$ cat src/design/dnle_pkg.sv
// ----------------------------------------------------------------------------
// dnle_pkg
// shared types and constants for the dns name label encoder
// ----------------------------------------------------------------------------
package dnle_pkg;

    localparam int          MAX_LABEL_DEF = 62;
    localparam logic [7:0]  DOT_CHAR      = 8'h2E;
    localparam logic [7:0]  TERM_BYTE     = 8'h00;

    typedef struct packed {
        logic [7:0] character;
        logic       is_last;
    } in_beat_t;

    typedef struct packed {
        logic [7:0] out_byte;
        logic       run_last;
        logic       overflow;
    } out_beat_t;

    typedef enum logic [1:0] {
        ST_IDLE,
        ST_LEN,
        ST_DATA,
        ST_TERM
    } enc_state_t;

endpackage

$ cat src/design/dnle_store.sv
// ----------------------------------------------------------------------------
// dnle_store
// label byte buffer, one write port and one registered read port
// ----------------------------------------------------------------------------
module dnle_store
    import dnle_pkg::*;
#(
    parameter int DEPTH = MAX_LABEL_DEF,
    parameter int AW    = (DEPTH > 1) ? $clog2(DEPTH) : 1
)
(
    input  logic          clk,
    input  logic          we,
    input  logic [AW-1:0] waddr,
    input  logic [7:0]    wdata,
    input  logic          re,
    input  logic [AW-1:0] raddr,
    output logic [7:0]    rdata
);

    logic [7:0] mem [DEPTH];
    logic [7:0] rdata_reg;

    always_ff @(posedge clk)
    begin
        if (we)
        begin
            mem[waddr] <= wdata;
        end
    end

    always_ff @(posedge clk)
    begin
        if (re)
        begin
            rdata_reg <= mem[raddr];
        end
    end

    assign rdata = rdata_reg;

endmodule

$ cat src/design/dns_name_label_encoder_unit.sv
// ----------------------------------------------------------------------------
// dns_name_label_encoder_unit
// dotted name to dns wire labels, one character beat in, one wire byte out
// ----------------------------------------------------------------------------
// A character beat that neither is a dot nor is marked last gives no output;
// it is written into the label buffer at the current count, or dropped
// (setting the label's overflow flag) once MAX_LABEL bytes are held. A dot
// or a last beat closes the label: the unit then sends the length byte, the
// n buffered bytes and, for a last beat, the zero terminator, one output
// beat per cycle while out_ready stays high. Input is not taken while a
// label is being sent, since the single read port of the label buffer is
// walked one entry per cycle; the output register lets the final beat wait
// while the next character is accepted. No clearing pass is needed after
// reset.
// ----------------------------------------------------------------------------
module dns_name_label_encoder_unit
    import dnle_pkg::*;
#(
    parameter int MAX_LABEL = MAX_LABEL_DEF
)
(
    input  logic      clk,
    input  logic      rst_n,
    input  logic      in_valid,
    output logic      in_ready,
    input  in_beat_t  in_data,
    output logic      out_valid,
    input  logic      out_ready,
    output out_beat_t out_data
);

    localparam int AW = (MAX_LABEL > 1) ? $clog2(MAX_LABEL) : 1;
    localparam int CW = $clog2(MAX_LABEL + 1);
    localparam logic [CW-1:0] MAX_CNT = CW'(MAX_LABEL);

    enc_state_t     state_reg, state_next;
    logic [CW-1:0]  count_reg, count_next;
    logic           ovf_reg, ovf_next;
    logic           last_reg, last_next;
    logic [AW-1:0]  idx_reg, idx_next;
    logic           out_valid_reg, out_valid_next;
    out_beat_t      out_data_reg, out_data_next;

    logic           accept;
    logic           slot_free;
    logic           is_dot;
    logic           mem_we;
    logic           mem_re;
    logic [AW-1:0]  mem_raddr;
    logic [7:0]     mem_rdata;
    logic           idx_final;

    assign accept    = in_valid && in_ready;
    assign slot_free = !out_valid_reg || out_ready;
    assign is_dot    = (in_data.character == DOT_CHAR);
    assign mem_we    = accept && !is_dot && (count_reg < MAX_CNT);
    assign idx_final = ((CW'(idx_reg) + CW'(1)) == count_reg);

    dnle_store #(
        .DEPTH (MAX_LABEL),
        .AW    (AW)
    ) u_store (
        .clk   (clk),
        .we    (mem_we),
        .waddr (count_reg[AW-1:0]),
        .wdata (in_data.character),
        .re    (mem_re),
        .raddr (mem_raddr),
        .rdata (mem_rdata)
    );

    always_ff @(posedge clk or negedge rst_n)
    begin
        if (!rst_n)
        begin
            state_reg     <= ST_IDLE;
            count_reg     <= '0;
            ovf_reg       <= 1'b0;
            last_reg      <= 1'b0;
            idx_reg       <= '0;
            out_valid_reg <= 1'b0;
        end
        else
        begin
            state_reg     <= state_next;
            count_reg     <= count_next;
            ovf_reg       <= ovf_next;
            last_reg      <= last_next;
            idx_reg       <= idx_next;
            out_valid_reg <= out_valid_next;
        end
    end

    always_ff @(posedge clk)
    begin
        out_data_reg <= out_data_next;
    end

    always_comb
    begin
        state_next     = state_reg;
        count_next     = count_reg;
        ovf_next       = ovf_reg;
        last_next      = last_reg;
        idx_next       = idx_reg;
        out_valid_next = out_valid_reg && !out_ready;
        out_data_next  = out_data_reg;
        mem_re         = 1'b0;
        mem_raddr      = '0;
        in_ready       = 1'b0;

        case (state_reg)
            ST_IDLE:
            begin
                in_ready = 1'b1;
                if (accept)
                begin
                    if (!is_dot)
                    begin
                        if (count_reg < MAX_CNT)
                        begin
                            count_next = count_reg + CW'(1);
                        end
                        else
                        begin
                            ovf_next = 1'b1;
                        end
                    end
                    last_next = in_data.is_last;
                    if (is_dot || in_data.is_last)
                    begin
                        state_next = ST_LEN;
                    end
                end
            end
            ST_LEN:
            begin
                if (slot_free)
                begin
                    out_valid_next         = 1'b1;
                    out_data_next.out_byte = 8'(count_reg);
                    out_data_next.overflow = ovf_reg;
                    out_data_next.run_last = (count_reg == '0) && !last_reg;
                    idx_next               = '0;
                    if (count_reg == '0)
                    begin
                        ovf_next   = 1'b0;
                        state_next = last_reg ? ST_TERM : ST_IDLE;
                    end
                    else
                    begin
                        mem_re     = 1'b1;
                        state_next = ST_DATA;
                    end
                end
            end
            ST_DATA:
            begin
                if (slot_free)
                begin
                    out_valid_next         = 1'b1;
                    out_data_next.out_byte = mem_rdata;
                    out_data_next.overflow = ovf_reg;
                    out_data_next.run_last = idx_final && !last_reg;
                    if (idx_final)
                    begin
                        count_next = '0;
                        ovf_next   = 1'b0;
                        state_next = last_reg ? ST_TERM : ST_IDLE;
                    end
                    else
                    begin
                        mem_re    = 1'b1;
                        mem_raddr = idx_reg + AW'(1);
                        idx_next  = idx_reg + AW'(1);
                    end
                end
            end
            ST_TERM:
            begin
                if (slot_free)
                begin
                    out_valid_next         = 1'b1;
                    out_data_next.out_byte = TERM_BYTE;
                    out_data_next.overflow = 1'b0;
                    out_data_next.run_last = 1'b1;
                    count_next             = '0;
                    ovf_next               = 1'b0;
                    state_next             = ST_IDLE;
                end
            end
            default:
            begin
                state_next = ST_IDLE;
            end
        endcase
    end

    assign out_valid = out_valid_reg;
    assign out_data  = out_data_reg;

`ifndef SYNTHESIS
    // buffered count never passes the label limit
    assert property (@(posedge clk) disable iff (!rst_n) count_reg <= MAX_CNT)
        else $error("label count above limit");

    // a stored character advances the count by one
    assert property (@(posedge clk) disable iff (!rst_n)
        mem_we && !in_data.is_last |=> count_reg == $past(count_reg) + CW'(1))
        else $error("count did not advance on buffered character");

    // a beat that is not the final one of its item leaves the encoder busy
    assert property (@(posedge clk) disable iff (!rst_n)
        out_valid_reg && !out_data_reg.run_last |-> state_reg != ST_IDLE)
        else $error("encoder idle with beats still owed");

    // the terminator never carries the overflow flag
    assert property (@(posedge clk) disable iff (!rst_n)
        state_reg == ST_TERM && slot_free |=> !out_data_reg.overflow)
        else $error("terminator flagged as overflow");
`endif

endmodule
$ cat config.mk
export PLATFORM = sky130hd
export DESIGN_NAME = dns_name_label_encoder_unit
export DESIGN_NICKNAME = d
export VERILOG_FILES = /design/src/design/dnle_pkg.sv /design/src/design/dnle_store.sv /design/src/design/dns_name_label_encoder_unit.sv
export SDC_FILE = /design/constraint.sdc
export NUM_CORES = 1
export LEC_CHECK = 0
export ABC_AREA = 0
export BUFFER_PORTS_ARGS = -buffer_cell sky130_fd_sc_hd__buf_2
export CAP_MARGIN = 30
export CORE_UTILIZATION = 30
export CTS_BUF_LIST = sky130_fd_sc_hd__clkbuf_8 sky130_fd_sc_hd__clkbuf_16
export CTS_CLUSTER_SIZE = 20
export DETAILED_ROUTE_END_ITERATION = 16
export REMOVE_ABC_BUFFERS = 1
export SKIP_CTS_REPAIR_TIMING = 1
export SLEW_MARGIN = 30
export SYNTH_ARGS = -nofsm -noshare
export SYNTH_HDL_FRONTEND = slang
export SYNTH_SLANG_ARGS = --single-unit
$ cat constraint.sdc
create_clock -name clk -period 2.87 [get_ports clk]
set_input_delay 0.287 -clock clk [delete_from_list [all_inputs] [get_ports clk]]
set_output_delay 0.287 -clock clk [all_outputs]
set_load 0.01 [all_outputs]
==> impl_metrics.ini <==
[outcome]
status = complete, but fails checks
violations = negative setup slack

[sta]
rsz0062_at_grt = true
hold_violations = 0
slew_viol_final = 0
period_needed_ns = 3.00
period_share_pct = 104
finalSetupViolCount = 8
slew_headroom_pct = 40.9
setup_slack_ns = -0.127
worst_slew_pin_slew_ns = 0.883
finClkSkew_ns = 0.0258
fmax_mhz = 334
tns_ns = -0.561

[synthesis]
syn_area_per_cell_um2 = 14.7
ys_seq_elements = 531
synthTopCellsByArea = edfxtp_1 (71%), nand2_1 (3.1%), mux2_2 (2.7%)
syn_area_mm2 = 0.0218
synth_edf_count = 514
yosys_warnings = 0
yosysSeqAreaShare_pct = 72.9
netlist_instances = 1485
ys.flop_type = edfxtp_1
yosysTopAreaCell = edfxtp_1
synth_top_area_share_pct = 70.9
async_flop_share_pct = 3.20
synth_cell_types = 70

[worst_setup_path]
crit_type = flop to flop
worstSetupEndpoint = u_store.rdata[5]
start_kind = flop
required_ns = 3.23
reg2reg_slack_ns = -0.13
r2r_start = idx_reg[0]
crit_start = idx_reg[0]
r2r_end = u_store.rdata[5]
cp-end-kind = flop
crit_fanout = 10
rr_worst_depth = 11
cp.arrival_ns = 3.35

[floorplan]
rows = 98
coreArea_mm2 = 0.0716
fp.dieH_um = 271
die-area_mm2 = 0.0736
ios = 25
die_w_um = 271
initial_core_util_pct = 30.4

[global_route]
grt_first_pass_wirelength_um = 90500
met1_usage_pct = 22.9
grt_pass1_vias = 13700
busiest_layer = met2
track_usage_pct = 16.6
antenna_found_initial = 5
grt_use_met3_pct = 3.87
use_met2_pct = 25.7
grt_max_degree = 81
overflow = 0

[pwr]
ir_worst_vdd_uv = 590
total_leakage_power_uw = 0.00903
combPwrFrac_pct = 25.9
p_seq_share_pct = 42.1
p_int_uw = 15000
pwr-share-clk_pct = 32.0
swShare_pct = 30.4
power.density_mw_per_mm2 = 793
power.switching_uw = 6530

[clock_tree]
cts_buffer_depth = 3
cts_sinks = 531
clk_pin_slew_ns = 0.07
cts_htree_levels = 2
worstSkewPairLatency_ns = 0.62
root_buffer = clkbuf_16
cts_buffers = 53
cts_tree = built

[route]
avgRoutedWirePerCell_um = 23.5
antenna_left = 0
vias_per_cell = 5.19
drt-initial-drc-count = 1596
drc = 0
finalWirelength_um = 63700
drtPass1Iterations = 5
vias = 14100

[job]
cap_violations = 0

[finish]
layout-drive-gt1-share_pct = 27.9
fin_util_pct = 37.9
fin_area_mm2 = 0.0271
num_antenna_cells = 0
nNetsFinal = 1740
final_cells = 2713
largest_register_ffs = 496
area_growth_pct = 24.8

[placement]
hpwlAfterDp_um = 40400
io_buffers = 24
placed_area_mm2 = 0.0246
dp.cells = 2598
finalWeightedCongestion = 0.913

[hold_path]
worstHoldStart = in_valid
min_path_type = input port to flop
-- metal layers --
layer | share of wire, % | wire [um] | up-vias
met4 | 3.3 | 2080 | 2
met1 | 42 | 26600 | 7086
li1 | - | - | 6224
met2 | 46 | 29000 | 650
met5 | 0.013 | 8 | -
met3 | 9.4 | 6000 | 118
-- synth_stat cells (18+ instances only) --
| library cell | instances |
|---|---|
| edfxtp_1 | 514 |
| a211oi_1 | 18 |
| o21ai_0 | 50 |
| nor2_1 | 130 |
| a21oi_1 | 61 |
| nand2_1 | 179 |
| o22ai_1 | 57 |
| a31oi_1 | 26 |
| clkbuf_1 | 41 |
| mux2_2 | 52 |
| mux2i_1 | 49 |
| nand3_1 | 39 |
-- critical path, cell delays in order, from the launching register on --
cell and delay, ns:
dfrtp_4 0.49, ha_4 0.18, xor2_2 0.19, xnor2_2 0.15
nand4_1 0.11, buf_4 0.20, o21ai_4 0.24, buf_12 0.19
mux2_2 0.35, a2bb2oi_1 0.15, a22oi_2 0.33, o22ai_1 0.15
-- worst min-delay path by stage --
stage | endpoint | slack [ns] | cells after the start
after floorplan | count_reg[0] | -0.009 | 0
after global placement | count_reg[4] | 0.25 | 1
after detailed placement | out_valid | 0.27 | 1
after CTS | idx_reg[3] | -0.38 | 1
after global routing | state_reg[0] | 0.15 | 5
final | state_reg[0] | 0.14 | 5
-- layout make-up --
type                       instances  area (um^2)
tap                              950         1190
clock inverter                    40          329
timing repair buffer             259         2290
sequential                       531        15900
clock buffer                      58         1410
fill                            6661        44500
multi-input combinational        865         6020
inverter                          10         37.5
-- cell families (layout without fill, tap and decap cells) --
kind of cell	count (synthesis)	count (layout)	share of synthesized area (%)
AOI/OAI and AO/OA	315	315	9.85
DFF	531	531	72.9
xor gates and xnor gates	16	16	0.805
adders and majority gates	7	7	0.403
and+or+nand+nor	418	418	8.29
buffers and inverters	89	367	1.98
muxes	109	109	5.77
-- power by group through the flow --
stage	Clock (uW)	Sequential (uW)	Combinational (uW)
2_1_floorplan	0	9310	2340
3_3_place_gp	0	9190	5040
3_5_place_dp	0	9190	5070
4_1_cts	6990	9030	5090
5_1_grt	7230	9070	5870
6_report	6880	9050	5580
-- placed cells by master, fill, tap and decap left out, types with 6 or more instances in the layout --
| master | count |
|---|---|
| nand3b_1 | 8 |
| o221ai_1 | 12 |
| o22ai_1 | 51 |
| a21oi_1 | 55 |
| nor3_1 | 12 |
| o211ai_1 | 12 |
| nor2b_1 | 8 |
| nor2_2 | 7 |
| a22oi_1 | 6 |
| dfrtp_1 | 16 |
| clkinv_1 | 15 |
| inv_1 | 20 |
| buf_12 | 21 |
| nand2_1 | 174 |
| o21ai_1 | 10 |
| clkinv_2 | 6 |
| nor2_1 | 123 |
| clkbuf_16 | 60 |
| xnor2_1 | 8 |
| buf_6 | 10 |
| o2bb2ai_1 | 6 |
| o2111ai_1 | 6 |
| nand4_1 | 6 |
| a31oi_2 | 6 |
| a21oi_2 | 7 |
| mux4_2 | 8 |
| nand3_1 | 37 |
| buf_4 | 195 |
| edfxtp_1 | 514 |
| o21ai_0 | 39 |
| a31oi_1 | 19 |
| mux2_2 | 52 |
| buf_2 | 25 |
| o31ai_1 | 9 |
| mux2i_1 | 49 |
| a211oi_2 | 12 |
-- per-stage QoR --
step / hold slack (ns) / total power [uW] / setup WS (ns)
floorplan: -0.00859 / 11700 / -4.19
global placement: 0.254 / 14200 / -0.342
detailed placement: 0.270 / 14300 / -0.311
CTS: -0.381 / 21100 / -0.355
global route: 0.148 / 22200 / -0.168
finish: 0.144 / 21500 / -0.127
No activity file was read; power rests on OpenSTA's default activity.
